[src/rtl/mlsu_pkg.sv]
`timescale 1ns / 1ps
package mlsu_pkg;

  typedef enum logic [3:0] {
    OP_LB   = 4'd0,
    OP_LBU  = 4'd1,
    OP_LH   = 4'd2,
    OP_LHU  = 4'd3,
    OP_LW   = 4'd4,
    OP_LWL  = 4'd5,
    OP_LWR  = 4'd6,
    OP_SB   = 4'd7,
    OP_SH   = 4'd8,
    OP_SW   = 4'd9,
    OP_SWL  = 4'd10,
    OP_SWR  = 4'd11,
    OP_LWC2 = 4'd12,
    OP_SWC2 = 4'd13
  } op_t;

  localparam int CFG_IDX_W = 3;
  localparam logic [CFG_IDX_W-1:0] CFG_RAM_BASE   = 3'd0;
  localparam logic [CFG_IDX_W-1:0] CFG_RAM_LENGTH = 3'd1;
  localparam logic [CFG_IDX_W-1:0] CFG_RAM_COPIES = 3'd2;
  localparam logic [CFG_IDX_W-1:0] CFG_EXT_BASE   = 3'd3;
  localparam logic [CFG_IDX_W-1:0] CFG_EXT_LENGTH = 3'd4;

  localparam logic [31:0] RAM_BASE_RST   = 32'd0;
  localparam logic [18:0] RAM_LENGTH_RST = 19'd262144;
  localparam logic [3:0]  RAM_COPIES_RST = 4'd4;
  localparam logic [31:0] EXT_BASE_RST   = 32'd0;
  localparam logic [31:0] EXT_LENGTH_RST = 32'd0;

  // kseg1 starts at 0xA0000000: top three bits 3'b101
  localparam logic [2:0] KSEG1_TOP = 3'b101;

  typedef struct packed {
    logic [3:0]         op;
    logic [31:0]        base;
    logic signed [15:0] offset;
    logic [31:0]        store_data;
  } req_t;

  typedef struct packed {
    logic [31:0] load_value;
    logic        fault;
    logic        direct;
    logic        external;
    logic [31:0] ext_address;
    logic        to_cop2;
    logic        invalidate;
    logic [15:0] invalidate_index;
  } rsp_t;

  // controller -> datapath stage enables
  typedef struct packed {
    logic capture;
    logic addr;
    logic check;
    logic merge;
  } cmd_t;

endpackage

[src/rtl/mlsu_ctrl.sv]
`timescale 1ns / 1ps
module mlsu_ctrl (
  input  logic            clk,
  input  logic            rst,
  input  logic            start,
  output logic            busy,
  output logic            done,
  output mlsu_pkg::cmd_t  cmd
);

  typedef enum logic [4:0] {
    ST_IDLE  = 5'b00001,
    ST_ADDR  = 5'b00010,
    ST_CHECK = 5'b00100,
    ST_MERGE = 5'b01000,
    ST_RESP  = 5'b10000
  } state_t;

  state_t state;
  state_t state_next;
  logic   accept;

  // a new transaction may enter while the previous result is on the ports;
  // nothing is taken while reset is held
  assign busy   = rst || ((state != ST_IDLE) && (state != ST_RESP));
  assign accept = start && !busy;
  assign done   = (state == ST_RESP);

  assign cmd.capture = accept;
  assign cmd.addr    = (state == ST_ADDR);
  assign cmd.check   = (state == ST_CHECK);
  assign cmd.merge   = (state == ST_MERGE);

  always_comb begin
    state_next = state;
    unique case (state)
      ST_IDLE:  if (accept) state_next = ST_ADDR;
      ST_ADDR:  state_next = ST_CHECK;
      ST_CHECK: state_next = ST_MERGE;
      ST_MERGE: state_next = ST_RESP;
      ST_RESP:  state_next = accept ? ST_ADDR : ST_IDLE;
      default:  state_next = ST_IDLE;
    endcase
  end

  always_ff @(posedge clk) begin
    if (rst) begin
      state <= ST_IDLE;
    end else begin
      state <= state_next;
    end
  end

endmodule

[config.mk]
export PLATFORM = sky130hd
export DESIGN_NAME = mlsu_ctrl
export DESIGN_NICKNAME = d
export VERILOG_FILES = /design/src/rtl/mlsu_pkg.sv /design/src/rtl/mlsu_ctrl.sv
export SDC_FILE = /design/constraint.sdc
export NUM_CORES = 1
export LEC_CHECK = 0
export ABC_AREA = 1
export BUFFER_PORTS_ARGS = -buffer_cell sky130_fd_sc_hd__buf_4
export CAP_MARGIN = 20
export CORE_AREA = 2 2 39 41
export CTS_BUF_LIST = sky130_fd_sc_hd__clkbuf_2
export CTS_CLUSTER_SIZE = 16
export DETAILED_ROUTE_END_ITERATION = 8
export DIE_AREA = 0 0 41 43
export MAX_ROUTING_LAYER = met4
export PLACE_DENSITY_LB_ADDON = 0.3
export SYNTH_ARGS = -nofsm -noshare
export SYNTH_HDL_FRONTEND = slang
export SYNTH_SLANG_ARGS = --single-unit
[constraint.sdc]
create_clock -name clk -period 2.1 [get_ports clk]
set_clock_uncertainty 0.05 [all_clocks]
set_input_delay 0.63 -clock clk [delete_from_list [all_inputs] [get_ports clk]]
set_output_delay 0.63 -clock clk [all_outputs]
set_load 0.01 [all_outputs]
* Word level (Yosys, flattened, before mapping)
Cells that the tools add are included.
** Word-level totals
- Register bits after elaboration :: 5
- Output and inout bits :: 6
- Word-level logic and storage cells :: 16
** Cells by class
- Equal/unequal tests :: 8
- Muxes and demuxes :: 3
- Reduce and logical (&&, ||, !) cells :: 4
** Operators with widths (count)
- $pmux 5 s5 :: 1
- $eq 5x1->1 const B :: 1
- $eq 5x2->1 const B :: 1
- $eq 5x3->1 const B :: 1
- $eq 5x4->1 const B :: 1
- $eq 5x5->1 const B :: 1
- $mux 5 :: 1
- $ne 5x1->1 const B :: 1
- $ne 5x5->1 const B :: 1
- $logic_and 1x1->1 :: 2
- $mux 2 :: 1
- $ne 2x2->1 const B :: 1
- $logic_not 1->1 :: 1
- $logic_or 1x1->1 :: 1

* Depth between registers and ports, before layout
Gate-level depths: netlist (run 1).
- Depth in word-level cells :: 7
- Gate-level depth with buffers :: 7
- Mapped depth without buffers :: 7

* Least setup slack after synthesis (run 1)
OpenSTA, ideal clock, no wires.
- Path type :: input port to output port
- Start point :: input port rst
- End point :: output port cmd[3] (netlist name)
- Data arrival time :: 0.954 ns
- Slack :: 0.466 ns
- Stages :: 4
- Buffers on the path :: 1
- Cell sequence :: inv_1 -> nand2_2 -> nor2_1 -> buf_4
** On the way
- Cells in the longest elaborated chain, start to end :: 3
** RTL lines
- start, declared :: line mlsu_ctrl.sv:4 : input logic rst,
- $logic_or 1x1->1 :: line mlsu_ctrl.sv:25 : assign busy = rst || ((state != ST_IDLE) && (state != ST_RESP));
- net busy :: line mlsu_ctrl.sv:6 : output logic busy,
- $logic_not 1->1 :: line mlsu_ctrl.sv:26 : assign accept = start && !busy;
- $logic_and 1x1->1 :: line mlsu_ctrl.sv:26
- end, declared :: line mlsu_ctrl.sv:8 : output mlsu_pkg::cmd_t cmd
The timed path passes the listed nets, and every way through them passes these cells.

==> reports/qor.yml, run 1 <==
status: "finished clean"
rrSetupSlack_ns: 1.07
startpoint_type: "flop"
h-tree-depth: 1
peakVddDrop_v: 0.000217
synth_edf_count: 0
cts_buffers: 3
place_ws_ns: 0.329
grt_max_degree: 6
row_count: 14
critPathMaxStageDelay_ns: 0.40
hpwl_um: 421
post_cts_buffers: 0
diodes: 0
hold_path_depth: 2
wire_per_inst_um: 7.68
core_region_area_sq_mm: 0.00138
reg_top3: "state: 5 flops"
reg2reg_to: "state[0]$_SDFFE_PP1P_"
io_buffers: 8
critPathKind: "flop to output pin"
largest_register_ffs: 5
synth.avg_cell_area_sq_um: 7.21
start_util_pct: 19.8
clk_pin_slew_ns: 0.07
synth_fp_nets: 41
ys_ff_latch: 5
drt_first_pass_iters: 3
drt_iter0_drc: 4
setup_tns_ns: 0
drc: 0
holdBufCountCts: 0
synth_top_cell_area_share_pct: 36.5
crit-reg2reg-launch: "state[2]$_SDFFE_PP0P_"
yosys.area.top_type: "dfxtp_1"
viasPerCell: 3.69
cp.required_ns: 1.42
fin_crit_sh_pct: 89.0
path_delay_family: "flip-flops"
maxSlewViolCount: 0
min_path_type: "flop to flop"
tightest_slew_ns: 0.177
syn_area_sq_um: 274
first_global_vias: 217
slowest_stage: "dfxtp_1"
cap_violations: 0
critPathMaxFanout: 3
root_buffer: "clkbuf_2"
synth.cells.most_frequent: "inv_1, nor2_1, dfxtp_1"
layout_setup_ws_ns: 0.231
rsz0062_at_grt: "false"
cp_common_cell: "nand2_2"
syn2layout_area_growth_pct: 33.8
grt_usage_pct: 8.02
largest_register: "state"
tritoncts: "yes"
yosys_most_used_dff: "dfxtp_1"
min_from: "state[2]$_SDFFE_PP0P_"
ys_types: 14
async_flop_share_pct: 0
crit_buf_inv: 2
finalCriticalPeriod_ns: 1.87
io_pins: 9
cts_sinks: 5
setup_viol_count_final: 0
grt_pass1_wl_um: 848
leakage_nw: 0.202
chipHeight_um: 43
hold_viol_final: 0
synth_seq_area_share_pct: 36.5
maxSlewHeadroom_pct: 88.2
max_freq_ghz: 0.535
antenna_found_initial: 0
arrival_ns: 1.19
crit_chain: "inv_2 -> nor2_2 -> nand3_2 -> nand2_2 -> nand2_2 -> nor2_1 -> buf_4"
min_to: "state[3]$_SDFFE_PP0P_"
antenna_left: 0
synth_warnings: 0
cp-end-kind: "output pin"
fin_nets: 53
synthCells: 38
cts-resized-gates: 0
globalRouteOverflowTotal: 0
via_count: 240
pwr_density_cell_mw_per_mm2: 637
clockBufferDepth: 2
finalWirelength_um: 499
yosysMostFrequentCell: "inv_1"
drive_above_1_share_pct: 44.9
die-area_sq_mm: 0.00176
gp_congestion: 0.736
synth_area_leaders: "dfxtp_1, inv_1, nor2_1, nor2_4, nand3_2"
dieWidth_um: 41
rr_worst_depth: 6
clk_latency_ns: 0.22
## cell type report
type                       count  area (sq um)
multi-input combinational     23           133
inverter                       9          33.8
clock inverter                 1          5.00
clock buffer                   3          15.0
sequential                     5           100
fill                         164          1020
timing repair buffer           8          60.1
tap                           16          20.0
## cells by family (layout without fill, tap and decap cells)
logic type             count (synthesis)  count (layout)  synth area share [%]
buffers and inverters                 10              21                  15.1
AOI/OAI and AO/OA                      1               1                  1.82
and+or+nand+nor                       22              22                  46.6
DFF                                    5               5                  36.5
## worst register-to-register path, stage by stage (launching register included)
cell and delay (ns):
dfxtp_1 0.34, nor2_4 0.15, nand4_1 0.15, nand2_1 0.09, inv_1 0.04, nand2_1 0.05
nand2_1 0.05
## layer usage
layer,track usage (%),wire length (um),vias to the layer above
met3,3.14,23,2
met5,-,0,-
met2,9.69,230,6
met4,10.0,9,0
met1,8.33,236,99
li1,-,-,133
## worst max path at each step
stage / slack [ns] / from / to / depth (start not counted)
3_5_place_dp: 0.33 / rst / cmd[3] / 5
4_1_cts: 0.20 / state[2]$_SDFFE_PP0P_ / cmd[3] / 6
5_1_grt: 0.09 / state[2]$_SDFFE_PP0P_ / cmd[3] / 6
2_1_floorplan: 0.47 / rst / cmd[3] / 4
6_report: 0.23 / state[0]$_SDFFE_PP1P_ / cmd[3] / 7
3_3_place_gp: 0.34 / rst / cmd[3] / 5
## placed cells by master, fill, tap and decap left out
master and instances:
buf_4 8, clkinv_2 1, dfxtp_1 5, nand3_1 1, inv_1 8, nor2_2 2, nand2_1 4, nand3_2 2
nor3_1 1, clkbuf_2 3, nor2_4 2, a21oi_1 1, nor2_1 6, inv_2 1, nand2_2 3, nand4_1 1
## per-stage QoR
step                instances  hold WS [ns]  cell area (sq um)  power [mW]  util, %
floorplan                  38         0.465                274       0.138        -
global placement           61         0.486                347       0.151     25.0
detailed placement         61         0.488                347       0.152     25.0
CTS                        65         0.499                367       0.239     26.5
global route               65         0.531                367       0.252     26.5
finish                     65         0.492                367       0.234     26.5
## power by group
group / total, mW / internal, mW / switching (mW) / leakage [nW]
clock network: 0.0843 / 0.0430 / 0.0413 / 0.0164
registers: 0.105 / 0.0994 / 0.00579 / 0.0408
logic: 0.0442 / 0.0193 / 0.0250 / 0.145
total: 0.234 / 0.162 / 0.0721 / 0.202
Power figures use the tool's default switching activity.
==> run 2, diff against run 1 <==
ABC_AREA = not set   (was 1)
==> run 2 against run 1 <==
  * Sequential share of layout area increased by 0.51 points
  * Cell count decreased by 18%
  * Largest power group unchanged
  * The flow now finishes with violations (negative setup slack)
  * Routed wire length increased by 12%
  * Combinational power decreased by 20%
  * Worst hold slack improved by 0.0065 ns
  * Clock power increased by 9.3%
  * Critical endpoint is now busy
  * Die area unchanged
  * Global-route usage increased by 0.22 points
==> reports/qor.yml, run 2 <==
status: "complete, but fails checks"
violations: "negative setup slack"
drc: 0  # unchanged
largest_register_ffs: 5  # unchanged
setup_viol_count_final: 1  # +1
hold_path_depth: 2  # unchanged
ys_ff_latch: 5  # unchanged
crit-reg2reg-launch: "state[2]$_SDFFE_PP0P_"
finalCriticalPeriod_ns: 2.16  # +0.286 ns
yosys.area.top_type: "dfxtp_1"
drt_first_pass_iters: 4  # +1
grt_pass1_wl_um: 931  # +9.8%
diodes: 0  # unchanged
grt_usage_pct: 8.24  # +0.22 points
cts_sinks: 5  # unchanged
ys_types: 16  # +2
synth_seq_area_share_pct: 37.9  # +1.4 points
drt_iter0_drc: 1  # -3
power_mw: 0.229  # -2.0%
rsz0062_at_grt: "true"
row_count: 14  # unchanged
slowest_stage: "or3_4"
sequentialPowerShare_pct: 44.3  # -0.7 points
arrival_ns: 1.48  # +0.29 ns
reg2reg_to: "state[0]$_SDFFE_PP1P_"
largest_register: "state"
peakVddDrop_v: 0.000185  # -15%
synth_fp_nets: 28  # -32%
multi_input_area_sq_um: 161  # +22%
min_to: "state[0]$_SDFFE_PP1P_"
io_pins: 9  # unchanged
yosysMostFrequentCell: "dfxtp_1"
h-tree-depth: 1  # unchanged
start_util_pct: 19.1  # -0.72 points
chipHeight_um: 43  # unchanged
async_flop_share_pct: 0  # unchanged
synthCells: 25  # -34%
synth_area_leaders: "dfxtp_1, nor4b_4, and3b_2, nor2b_1, xnor2_1"
cp-end-kind: "output pin"
cp.required_ns: 1.42  # about the same
stdcell_count: 53  # -18%
clk_pin_slew_ns: 0.07  # about the same
grt_max_degree: 8  # +2
synth_warnings: 0  # unchanged
synth.cells.most_frequent: "dfxtp_1, nor2b_1, and3b_2, nor3_1, xnor2_1"
p_sw_mw: 0.0604  # -16%
leakage_nw: 0.160  # -21%
root_buffer: "clkbuf_2"
layout_commonest_cell: "buf_4"
final_cell_mix: "buf_4, clkbuf_2, nor2b_1, dfxtp_1"
hold_viol_final: 0  # unchanged
rrSetupSlack_ns: 0.86  # -0.21 ns
final.fill_count: 150  # -8.5%
dp.cells: 48  # -21%
critPathMaxStageDelay_ns: 0.41  # about the same
fin_crit_sh_pct: 103  # +14 points
min_path_type: "flop to flop"
critPathKind: "flop to output pin"
syn_area_sq_um: 264  # -3.7%
maxSlewHeadroom_pct: 74.6  # -14 points
synth.avg_cell_area_sq_um: 10.6  # +46%
wire_per_inst_um: 10.5  # +37%
max_freq_ghz: 0.464  # -13%
reg_top3: "state: 5 flops"
finalWirelength_um: 557  # +12%
via_count: 227  # -5.4%
synth_edf_count: 0  # unchanged
p_int_mw: 0.169  # +4.4%
area.sequential_sq_um: 105  # +5.0%
first_global_vias: 222  # +2.3%
maxSlewViolCount: 0  # unchanged
die-area_sq_mm: 0.00176  # unchanged
startpoint_type: "flop"
clkPwrFrac_pct: 40.2  # +4.1 points
pwr_density_cell_mw_per_mm2: 606  # -4.9%
gp_congestion: 0.766  # +4.0%
viasPerCell: 4.28  # +16%
antenna_found_initial: 0  # unchanged
yosys_most_used_dff: "dfxtp_1"
clk_latency_ns: 0.22  # about the same
fin_nets: 41  # -23%
core_region_area_sq_mm: 0.00138  # unchanged
io_buffers: 8  # unchanged
tightest_slew_ns: 0.378  # +0.201 ns
cts_buffers: 3  # unchanged
syn2layout_area_growth_pct: 43.1
layout_setup_ws_ns: -0.0559  # -0.286 ns
drive_above_1_share_pct: 56.8  # +12 points
min_from: "state[1]$_SDFFE_PP0P_"
critPathMaxFanout: 4  # +1
rr_worst_depth: 3  # -3
holdBufCountCts: 0  # unchanged
tritoncts: "yes"
clockBufferDepth: 2  # unchanged
dieWidth_um: 41  # unchanged
cap_violations: 0  # unchanged
cp_common_cell: "or3_4"
antenna_left: 0  # unchanged
swShare_pct: 26.4  # -4.5 points
globalRouteOverflowTotal: 0  # unchanged
synth_top_cell_area_share_pct: 37.9  # +1.4 points
crit_chain: "or3_4 -> or3_4 -> buf_6"
p_comb_share_pct: 15.5  # -3.4 points
place_ws_ns: 0.131  # -0.199 ns
hpwl_um: 384  # -8.7%
run 2: stage by stage:
stage,hold WS (ns),util [%],area [sq um],TNS (ns)
finish,0.499,27.3,378,-0.0559
global route,0.538,27.3,378,-0.122
CTS,0.502,26.9,373,-0.0674
detailed placement,0.500,24.3,337,0
global placement,0.505,24.3,337,0
floorplan,0.460,-,264,0
run 2: routing by layer:
layer | wire length, um | global-route usage (%) | up-vias
met3 | 57 | 6.28 | 0
met5 | 0 | - | -
met1 | 253 | 10.3 | 103
li1 | - | - | 114
met4 | 0 | 2.00 | 0
met2 | 246 | 10.3 | 10
run 2: cell families (layout without fill, tap and decap cells):
kind of cell,count (synthesis),after routing,share of synthesized area [%]
AND/OR/NAND/NOR,15,15,48.3
buffers and inverters,1,13,2.84
AO/OA/AOI/OAI,2,2,4.27
flip-flops,5,5,37.9
XOR/XNOR,2,2,6.64
run 2: area by class of cell:
type	count	share of cell area, %
clock buffers	4	5.30
multi-input cells	19	42.7
flip-flops and latches	5	27.8
well taps	16	5.30
repair buffers	9	18.9
run 2: how the worst max path moves through the flow:
stage / startpoint / end / slack, ns / depth (start not counted)
2_1_floorplan: state[1]$_SDFFE_PP0P_ / busy / 0.30 / 2
3_3_place_gp: rst / busy / 0.13 / 3
3_5_place_dp: rst / busy / 0.13 / 3
4_1_cts: state[2]$_SDFFE_PP0P_ / busy / -0.07 / 3
5_1_grt: state[2]$_SDFFE_PP0P_ / busy / -0.1 / 3
6_report: state[2]$_SDFFE_PP0P_ / busy / -0.06 / 3
run 2: repair_timing:
action | 4_1_cts | 5_1_grt
buffers inserted | 1 | 0
resized for setup | 4 | 1
endpoints found under the hold margin | 0 | 0
setup endpoints to repair | 2 | 2
pin swaps | 1 | 0
run 2: worst max-delay path: cells and delay by family (launching register included):
| kind | cells | cell delay (ns) |
|---|---|---|
| DFF | 1 | 0.34 |
| buffers and inverters | 1 | 0.13 |
| and+or+nand+nor | 2 | 0.79 |
run 2: power groups by stage:
| stage | clock network, mW | logic [mW] | registers, mW |
|---|---|---|---|
| after detailed placement | 0 | 0.0318 | 0.104 |
| after floorplan | 0 | 0.0210 | 0.103 |
| final | 0.0921 | 0.0355 | 0.101 |
| after global routing | 0.106 | 0.0387 | 0.102 |
| after CTS | 0.0963 | 0.0343 | 0.101 |
| after global placement | 0 | 0.0314 | 0.105 |
